File: src/hdl/sha1md_pkg.sv
// ----------------------------------------------------------------------------
// sha1md_pkg
// Shared types and constants for the SHA-1 message digest block.
// ----------------------------------------------------------------------------
package sha1md_pkg;

    typedef logic [31:0]      t_word;
    typedef logic [4:0][31:0] t_hash;

    // Initial chaining value, H0 in the lowest word
    localparam t_hash H_INIT = {32'hC3D2E1F0, 32'h10325476, 32'h98BADCFE,
                                32'hEFCDAB89, 32'h67452301};

    localparam t_word K_0 = 32'h5A827999;
    localparam t_word K_1 = 32'h6ED9EBA1;
    localparam t_word K_2 = 32'h8F1BBCDC;
    localparam t_word K_3 = 32'hCA62C1D6;

    localparam logic [6:0] LAST_ROUND    = 7'd79;
    localparam logic [6:0] ROUND_GROUP_1 = 7'd20;
    localparam logic [6:0] ROUND_GROUP_2 = 7'd40;
    localparam logic [6:0] ROUND_GROUP_3 = 7'd60;

    localparam logic [5:0] LAST_BYTE_POS = 6'd63;
    localparam logic [5:0] LEN_POS_MAX   = 6'd56;
    localparam logic [7:0] PAD_BYTE      = 8'h80;
    localparam logic [2:0] LAST_WORD_IDX = 3'd4;

    typedef enum logic [2:0] {
        ST_IDLE,
        ST_PAD,
        ST_LEN,
        ST_ROUND,
        ST_ADD,
        ST_OUT
    } t_state;

    // Schedule window controls
    typedef struct packed {
        logic       clear;
        logic       shift;
        logic       place;
        logic       len;
        logic [3:0] word;
        logic [1:0] lane;
        logic [7:0] data;
    } t_win_ctl;

    // Round unit controls
    typedef struct packed {
        logic load;
        logic step;
    } t_rnd_ctl;

endpackage

File: src/hdl/sha1md_sched.sv
// ----------------------------------------------------------------------------
// sha1md_sched
// Sixteen-word message schedule window: byte packing, length insertion and
// the shifting expansion used during the rounds.
// ----------------------------------------------------------------------------
module sha1md_sched (
    input  logic                 i_clk,
    input  logic                 i_rst_n,
    input  sha1md_pkg::t_win_ctl i_ctl,
    input  logic [31:0]          i_len_hi,
    input  logic [31:0]          i_len_lo,
    output logic [31:0]          o_w
);
    import sha1md_pkg::*;

    t_word r_w [16];
    t_word n_w [16];
    t_word w_mix;
    t_word w_byte;

    always_comb begin
        w_mix  = r_w[13] ^ r_w[8] ^ r_w[2] ^ r_w[0];
        // big-endian: byte lane 0 lands in bits 31:24
        w_byte = {24'd0, i_ctl.data} << {~i_ctl.lane, 3'b000};
        n_w    = r_w;
        if (i_ctl.clear) begin
            for (int i = 0; i < 16; i++) begin
                n_w[i] = '0;
            end
        end else if (i_ctl.shift) begin
            for (int i = 0; i < 15; i++) begin
                n_w[i] = r_w[i + 1];
            end
            n_w[15] = {w_mix[30:0], w_mix[31]};
        end else begin
            if (i_ctl.place) begin
                n_w[i_ctl.word] = r_w[i_ctl.word] | w_byte;
            end
            if (i_ctl.len) begin
                n_w[14] = i_len_hi;
                n_w[15] = i_len_lo;
            end
        end
    end

    always_ff @(posedge i_clk) begin
        if (!i_rst_n) begin
            for (int i = 0; i < 16; i++) begin
                r_w[i] <= '0;
            end
        end else begin
            r_w <= n_w;
        end
    end

    assign o_w = r_w[0];

endmodule

File: src/hdl/sha1md_round.sv
// ----------------------------------------------------------------------------
// sha1md_round
// Shared SHA-1 round unit: holds the working variables a..e and advances
// them by one round per step.
// ----------------------------------------------------------------------------
module sha1md_round (
    input  logic                 i_clk,
    input  logic                 i_rst_n,
    input  sha1md_pkg::t_rnd_ctl i_ctl,
    input  logic [6:0]           i_round,
    input  logic [31:0]          i_w,
    input  sha1md_pkg::t_hash    i_chain,
    output sha1md_pkg::t_hash    o_work
);
    import sha1md_pkg::*;

    t_hash r_v;
    t_hash n_v;
    t_word f;
    t_word k;
    t_word sum;

    always_comb begin
        if (i_round < ROUND_GROUP_1) begin
            f = (r_v[1] & r_v[2]) | (~r_v[1] & r_v[3]);
            k = K_0;
        end else if (i_round < ROUND_GROUP_2) begin
            f = r_v[1] ^ r_v[2] ^ r_v[3];
            k = K_1;
        end else if (i_round < ROUND_GROUP_3) begin
            f = (r_v[1] & r_v[2]) | (r_v[1] & r_v[3]) | (r_v[2] & r_v[3]);
            k = K_2;
        end else begin
            f = r_v[1] ^ r_v[2] ^ r_v[3];
            k = K_3;
        end
        sum = {r_v[0][26:0], r_v[0][31:27]} + f + r_v[4] + k + i_w;

        n_v = r_v;
        if (i_ctl.load) begin
            n_v = i_chain;
        end else if (i_ctl.step) begin
            n_v[4] = r_v[3];
            n_v[3] = r_v[2];
            n_v[2] = {r_v[1][1:0], r_v[1][31:2]};
            n_v[1] = r_v[0];
            n_v[0] = sum;
        end
    end

    always_ff @(posedge i_clk) begin
        if (!i_rst_n) begin
            r_v <= '0;
        end else begin
            r_v <= n_v;
        end
    end

    assign o_work = r_v;

endmodule

File: src/hdl/sha1_message_digest.sv
// ----------------------------------------------------------------------------
// sha1_message_digest
// SHA-1 (160-bit) digest of a byte stream, one byte per input item.
// ----------------------------------------------------------------------------
// Feed message bytes with tuser (has_byte) high; raise tlast on the item that
// closes the message (tuser low on that item gives an empty tail, so an
// end-only item right after a digest hashes the empty message). Items that
// carry neither a byte nor an end are taken and ignored. A byte that does not
// complete a 64-byte block is taken and, unless it closes the message, the
// block is ready again at once. A byte that completes a block starts the
// shared round unit, which runs one round per cycle: 80 rounds, then a fold of
// the working variables into the chaining value, before the next item is
// taken. Closing a message adds the 0x80 pad and the length and compresses the
// final block; if the length does not fit the current block, that block is
// compressed first, then the length and a second block follow (a pad byte that
// fills the block goes straight to compression), then five output items H0..H4
// (tlast on H4), each held until taken. The bit length wraps modulo 2^64. After
// the fifth word the chaining value and length return to their initial state.
// ----------------------------------------------------------------------------
module sha1_message_digest (
    input  logic        i_clk,
    input  logic        i_rst_n,
    // input stream
    input  logic        i_s_axis_tvalid,
    output logic        o_s_axis_tready,
    input  logic [7:0]  i_s_axis_tdata,   // [7:0] data_byte
    input  logic        i_s_axis_tuser,   // [0] has_byte
    input  logic        i_s_axis_tlast,   // end_of_message
    // digest stream
    output logic        o_m_axis_tvalid,
    input  logic        i_m_axis_tready,
    output logic [31:0] o_m_axis_tdata,   // [31:0] digest_word
    output logic [2:0]  o_m_axis_tuser,   // [2:0] word_index
    output logic        o_m_axis_tlast    // last_word
);
    import sha1md_pkg::*;

    t_state      r_state;
    t_state      n_state;
    logic [6:0]  r_round;
    logic [6:0]  n_round;
    logic [5:0]  r_pos;
    logic [5:0]  n_pos;
    logic [63:0] r_bitlen;
    logic [63:0] n_bitlen;
    t_hash       r_chain;
    t_hash       n_chain;
    logic        r_closing;
    logic        n_closing;
    logic        r_pad_done;
    logic        n_pad_done;
    logic        r_len_done;
    logic        n_len_done;
    logic [2:0]  r_out_idx;
    logic [2:0]  n_out_idx;

    t_win_ctl    win_ctl;
    t_rnd_ctl    rnd_ctl;
    t_word       w_cur;
    t_hash       work;

    // Schedule window
    sha1md_sched u_sched (
        .i_clk    (i_clk),
        .i_rst_n  (i_rst_n),
        .i_ctl    (win_ctl),
        .i_len_hi (r_bitlen[63:32]),
        .i_len_lo (r_bitlen[31:0]),
        .o_w      (w_cur)
    );

    // Shared round unit
    sha1md_round u_round (
        .i_clk    (i_clk),
        .i_rst_n  (i_rst_n),
        .i_ctl    (rnd_ctl),
        .i_round  (r_round),
        .i_w      (w_cur),
        .i_chain  (r_chain),
        .o_work   (work)
    );

    always_ff @(posedge i_clk) begin
        if (!i_rst_n) begin
            r_state <= ST_IDLE;
        end else begin
            r_state <= n_state;
        end
    end

    always_ff @(posedge i_clk) begin
        if (!i_rst_n) begin
            r_round    <= '0;
            r_pos      <= '0;
            r_bitlen   <= '0;
            r_chain    <= H_INIT;
            r_closing  <= 1'b0;
            r_pad_done <= 1'b0;
            r_len_done <= 1'b0;
            r_out_idx  <= '0;
        end else begin
            r_round    <= n_round;
            r_pos      <= n_pos;
            r_bitlen   <= n_bitlen;
            r_chain    <= n_chain;
            r_closing  <= n_closing;
            r_pad_done <= n_pad_done;
            r_len_done <= n_len_done;
            r_out_idx  <= n_out_idx;
        end
    end

    // Sequencer: next state and controls
    always_comb begin
        n_state         = r_state;
        n_round         = r_round;
        n_pos           = r_pos;
        n_bitlen        = r_bitlen;
        n_chain         = r_chain;
        n_closing       = r_closing;
        n_pad_done      = r_pad_done;
        n_len_done      = r_len_done;
        n_out_idx       = r_out_idx;
        win_ctl         = '0;
        rnd_ctl         = '0;
        o_s_axis_tready = 1'b0;
        o_m_axis_tvalid = 1'b0;

        case (r_state)
            ST_IDLE: begin
                o_s_axis_tready = 1'b1;
                if (i_s_axis_tvalid) begin
                    if (i_s_axis_tuser) begin
                        // pack the byte big-endian into the window
                        win_ctl.place = 1'b1;
                        win_ctl.word  = r_pos[5:2];
                        win_ctl.lane  = r_pos[1:0];
                        win_ctl.data  = i_s_axis_tdata;
                        n_pos         = r_pos + 6'd1;
                        n_bitlen      = r_bitlen + 64'd8;
                    end
                    if (i_s_axis_tlast) begin
                        n_closing  = 1'b1;
                        n_pad_done = 1'b0;
                        n_len_done = 1'b0;
                    end
                    if (i_s_axis_tuser && r_pos == LAST_BYTE_POS) begin
                        // block full: compress before anything else
                        rnd_ctl.load = 1'b1;
                        n_state      = ST_ROUND;
                    end else if (i_s_axis_tlast) begin
                        n_state = ST_PAD;
                    end
                end
            end

            ST_PAD: begin
                win_ctl.place = 1'b1;
                win_ctl.word  = r_pos[5:2];
                win_ctl.lane  = r_pos[1:0];
                win_ctl.data  = PAD_BYTE;
                n_pos         = r_pos + 6'd1;
                n_pad_done    = 1'b1;
                if (r_pos == LAST_BYTE_POS) begin
                    // pad byte filled the block
                    rnd_ctl.load = 1'b1;
                    n_state      = ST_ROUND;
                end else begin
                    n_state = ST_LEN;
                end
            end

            ST_LEN: begin
                // compress this block; the length goes in with it only when there is room
                rnd_ctl.load = 1'b1;
                n_state      = ST_ROUND;
                if (!(r_pos > LEN_POS_MAX)) begin
                    win_ctl.len = 1'b1;
                    n_len_done  = 1'b1;
                end
            end

            ST_ROUND: begin
                rnd_ctl.step  = 1'b1;
                win_ctl.shift = 1'b1;
                if (r_round == LAST_ROUND) begin
                    n_round = '0;
                    n_state = ST_ADD;
                end else begin
                    n_round = r_round + 7'd1;
                end
            end

            ST_ADD: begin
                for (int i = 0; i < 5; i++) begin
                    n_chain[i] = r_chain[i] + work[i];
                end
                win_ctl.clear = 1'b1;
                n_pos         = '0;
                if (!r_closing) begin
                    n_state = ST_IDLE;
                end else if (r_len_done) begin
                    n_out_idx = '0;
                    n_state   = ST_OUT;
                end else if (r_pad_done) begin
                    n_state = ST_LEN;
                end else begin
                    n_state = ST_PAD;
                end
            end

            ST_OUT: begin
                o_m_axis_tvalid = 1'b1;
                if (i_m_axis_tready) begin
                    if (r_out_idx == LAST_WORD_IDX) begin
                        // digest delivered: restart for the next message
                        n_chain    = H_INIT;
                        n_bitlen   = '0;
                        n_pos      = '0;
                        n_closing  = 1'b0;
                        n_pad_done = 1'b0;
                        n_len_done = 1'b0;
                        n_out_idx  = '0;
                        n_state    = ST_IDLE;
                    end else begin
                        n_out_idx = r_out_idx + 3'd1;
                    end
                end
            end

            default: begin
                n_state = ST_IDLE;
            end
        endcase
    end

    assign o_m_axis_tdata = r_chain[r_out_idx];
    assign o_m_axis_tuser = r_out_idx;
    assign o_m_axis_tlast = (r_out_idx == LAST_WORD_IDX);

    // Round counter never runs past the last round
    a_round_range: assert property (@(posedge i_clk) disable iff (!i_rst_n)
        r_round <= LAST_ROUND)
        else $error("round counter out of range");

    // The last round always hands over to the chaining add
    a_round_to_add: assert property (@(posedge i_clk) disable iff (!i_rst_n)
        (r_state == ST_ROUND && r_round == LAST_ROUND) |=> (r_state == ST_ADD))
        else $error("last round did not reach the add step");

    // Digest output only after padding and length are in
    a_out_closed: assert property (@(posedge i_clk) disable iff (!i_rst_n)
        (r_state == ST_OUT) |-> (r_closing && r_pad_done && r_len_done))
        else $error("digest output before message close");

    // Delivering the last word restarts the message state
    a_restart: assert property (@(posedge i_clk) disable iff (!i_rst_n)
        (o_m_axis_tvalid && i_m_axis_tready && o_m_axis_tlast)
        |=> (r_chain == H_INIT && r_bitlen == '0 && r_pos == '0))
        else $error("message state not restarted after digest");

endmodule
File: config.mk
export PLATFORM = sky130hd
export DESIGN_NAME = sha1_message_digest
export DESIGN_NICKNAME = d
export VERILOG_FILES = /design/src/hdl/sha1md_pkg.sv /design/src/hdl/sha1md_sched.sv /design/src/hdl/sha1md_round.sv /design/src/hdl/sha1_message_digest.sv
export SDC_FILE = /design/constraint.sdc
export NUM_CORES = 2
export LEC_CHECK = 0
export BUFFER_PORTS_ARGS = -buffer_cell sky130_fd_sc_hd__clkbuf_2
export CAP_MARGIN = 25
export CORE_ASPECT_RATIO = 1.25
export CORE_MARGIN = 8
export CORE_UTILIZATION = 35
export CTS_BUF_LIST = sky130_fd_sc_hd__clkbuf_4 sky130_fd_sc_hd__clkbuf_8
export DETAILED_ROUTE_END_ITERATION = 7
export PLACE_DENSITY = 0.52
export SYNTH_ARGS = -nofsm -noshare
export SYNTH_HDL_FRONTEND = slang
export SYNTH_SLANG_ARGS = --single-unit
File: constraint.sdc
create_clock -name i_clk -period 11 [get_ports i_clk]
set_input_delay 1.1 -clock i_clk [delete_from_list [all_inputs] [get_ports i_clk]]
set_output_delay 1.1 -clock i_clk [all_outputs]
set_load 0.1 [all_outputs]
==> summary.md <==
| Metric | Value |
|---|---|
| Worst-margin pin slew | 1180 ps |
| GPL Wtd Cong | 0.881 |
| Placeable Area | 154000 um2 |
| Pre-Repair DR Iteration Count | 8 |
| Fin crit share | 0.654 |
| Hold Path Depth | 2 |
| Post-synth cell types | 88 |
| R2r worst-path depth | 26 |
| Drt drc | 8 |
| Pwr dens | 180 nW/um2 |
| Worst-skew pair later-pin latency | 930 ps |
| CTS Buf Count | around 170 |
| Post-synth design cell area | roughly 54000 um2 |
| Chip Width | 368 um |
| Synthesized area per cell | roughly 8.2 um2 |
| Slew headroom | 0.212 |
| Setup TNS | 0 ps |
| Clk buf depth | 3 |
| Cell Rows | 161 |
| Tmin final | 7190 ps |
| Post-CTS sizing | 0 |
| CP max FO | 21 |
| Wire per inst | 25.7 um |
| Final setup violation count | 0 |
| Worst hold-check path type | flip-flop to flip-flop |
| F_max | ~0.14 GHz |
| # hold bufs at CTS | 0 |
| DRT iter0 DRCs | 6286 |
| Post-synth ARST share | 0 |
| Vias in the first global route | ~49000 |
| Slew Viols, Final | 0 |
| Vias | 51942 |
| Worst VDD drop | 0.000150 V |
| # Post-CTS Setup Buffers | 0 |
| Clock skew | 55.5 ps |
| Post-synth top flop | dfxtp_1 |
| Status | complete, but fails checks |
| Via density per instance | between 6 and 7 |
| Crit Path Category | flip-flop to flip-flop |
| DP Wirelength | between 100000 and 150000 um |
| Non-Filler Instances | approximately 8600 |
| IO Count | 52 |
| Failing checks | DRC |
| Placed Cells incl. Taps | 8292 |
| Commonest non-fill, non-tap cell in the layout | dfxtp_1 |
| Gate Count Post-Synth | 6594 |
| Sequential fraction of the synthesis area | 0.338 |
| Yosys warns | 0 |
| WP data arrival | slightly below 8000 ps |
| Share of cells above drive strength 1 | 0.102 |
| Fillers | 15680 |
| ANT nets after route | 0 |
| Final hold vios | 0 |
| CTS root buf | clkbuf_8 |
| Type of origin of the critical path | flip-flop |
| Pin count of the biggest net entering global routing | 216 |
| Height of the die | 456 um |
| Number of synthesized flops with an enable pin | 0 |
| Die Area | ~170000 um2 |
| LEAKAGE | ~22 nW |
| RSZ-0062 raised after global routing | false |
| Yosys reg bits | between 900 and 1000 |
| Htree depth | 4 |
| Initial antenna violation count | 2 |
| Layout Nets | 6763 |
| Commonest non-fill, non-tap cells in the layout | dfxtp_1, a21oi_1, nand2_1 |
| First-pass GRT wire length | about 330000 um |
| Drt total wl | between 200000 and 250000 um |
| GR Overflow Total | 0 |
| Input/output buffers | 51 |
| Synthesis-to-finish area growth | 11.1% |
| Maxcap violations | 0 |
| Initial core utilization | 0.352 |
| Critical path endpoint category | flip-flop |
| Total GRT Usage | 0.249 |
| CTS tree | built |
| Worst EP required | 11740 ps |
| Reg clk slew, reported paths | 60 ps |
| Syn nets | 6932 |
| CTS Sinks | slightly above 900 |
==> Yosys cell counts (10+ instances only) <==
cell type,n,share of area
and3_1,28,0.0032
buf_2,26,0.0024
o31ai_1,13,0.0018
o21ai_1,32,0.0030
dfxtp_1,915,0.34
a221oi_1,11,0.0018
nand2b_1,38,0.0044
a221o_1,14,0.0026
nor3b_1,10,0.0014
mux4_2,33,0.014
nor2b_1,48,0.0055
or2_2,12,0.0014
o221ai_1,36,0.0058
a21o_1,82,0.011
ha_1,205,0.047
xnor2_1,180,0.029
and2_1,10,0.0012
nand2_1,768,0.053
clkbuf_1,463,0.032
a222oi_1,189,0.035
o21bai_1,22,0.0031
nand4_1,19,0.0022
and4_1,11,0.0018
o211ai_1,27,0.0037
a21oi_1,813,0.075
xor2_1,148,0.024
o21ai_0,196,0.018
nor2_1,659,0.046
o22a_1,13,0.0021
mux2i_1,103,0.019
mux2_2,58,0.012
nor3_1,40,0.0037
o21a_1,23,0.0032
a211oi_1,33,0.0046
or3_1,22,0.0025
fa_1,119,0.044
a22oi_1,565,0.078
buf_1,28,0.0019
nand3_1,79,0.0073
a31oi_1,52,0.0060
inv_1,242,0.017
o22ai_1,116,0.013
==> flip-flops by register name, summed over array words and instances, names as in the netlist <==
register / cells
o_m_axis_tuser: 3
r_pad_done: 1
r_chain: 160
u_round.o_work: 160
r_state: 3
r_closing: 1
r_round: 7
u_sched.o_w: 32
u_sched.r_w: 480
r_len_done: 1
r_pos: 6
r_bitlen: 61
==> cells by family (layout without fill, tap and decap cells) <==
kind of cell / count (synthesis) / in the layout / share of synthesized area
other: 0 / 3 / 0
and+or+nand+nor: 1762 / 1762 / 0.137
xor gates and xnor gates: 328 / 328 / 0.0531
DFF: 915 / 915 / 0.338
muxes: 194 / 194 / 0.0449
buffers and inverters: 761 / 721 / 0.0534
adders and majority gates: 324 / 324 / 0.0914
AOI/OAI and AO/OA: 2310 / 2310 / 0.282
==> per-stage QoR <==
stage                     worst slack, ps  total power, mW  hold WS, ps  area, um2  utilization
after floorplan                      4880             5.98          444      54100            -
after global placement               3870             7.13          463      56300        0.366
after detailed placement             3810             7.15          465      56400        0.367
after CTS                            3790             10.8          477      60100        0.391
after global routing                 3380             11.3          524      60100        0.391
final                                3810             10.8          484      60100        0.391
==> critical path, stage by stage, from the launching register on <==
cell and delay (ps):
dfxtp_1 350, and3_1 220, a21oi_1 820, nand2_1 110, buf_4 280, nand2_1 140, clkinv_1 60, buf_4 230
a221oi_1 370, fa_1 480, inv_1 80, fa_1 400, inv_1 70, fa_1 450, inv_1 80, ha_1 220
a21o_1 180, a21o_1 200, a21o_1 190, o311a_1 340, o41ai_4 360, o21ai_1 220, a311oi_1 420, o21ai_1 210
and4b_1 250, a31oi_1 160, o22ai_1 110
==> area by class of cell <==
class | instances | area (um2) | area share
inverter | 244 | 923 | 0.0154
antenna | 3 | 7.51 | 0.000125
clock inverter | 32 | 370 | 0.00616
multi-input combinational | 4918 | 33300 | 0.554
tap | 2037 | 2550 | 0.0424
clock buffer | 265 | 3310 | 0.0551
sequential | 915 | 18300 | 0.305
timing repair buffer | 180 | 1330 | 0.0222
==> layer usage <==
metal / global-route usage / part of all wire / wire length, um
met1: 0.315 / 0.41 / 89800
met5: 0 / 0.000059 / 13
met3: 0.0401 / 0.072 / 15900
met2: 0.418 / 0.48 / 105000
met4: 0.111 / 0.045 / 10000
==> worst paths after layout <==
check | startpoint | to | slack [ps]
min reg2reg | r_pad_done | r_pad_done | 480
min | r_pad_done | r_pad_done | 480
max reg2reg | r_round[4] | u_round.o_work[28] | 3810
max | r_round[4] | u_round.o_work[28] | 3810
==> report_power, final <==
group | internal, mW | total (mW) | switching [mW]
sequential | 3.47 | 3.76 | 0.293
clock | 2.05 | 3.65 | 1.60
combinational | 1.02 | 3.39 | 2.37
Note: power is estimated with default switching activity, not from simulation.
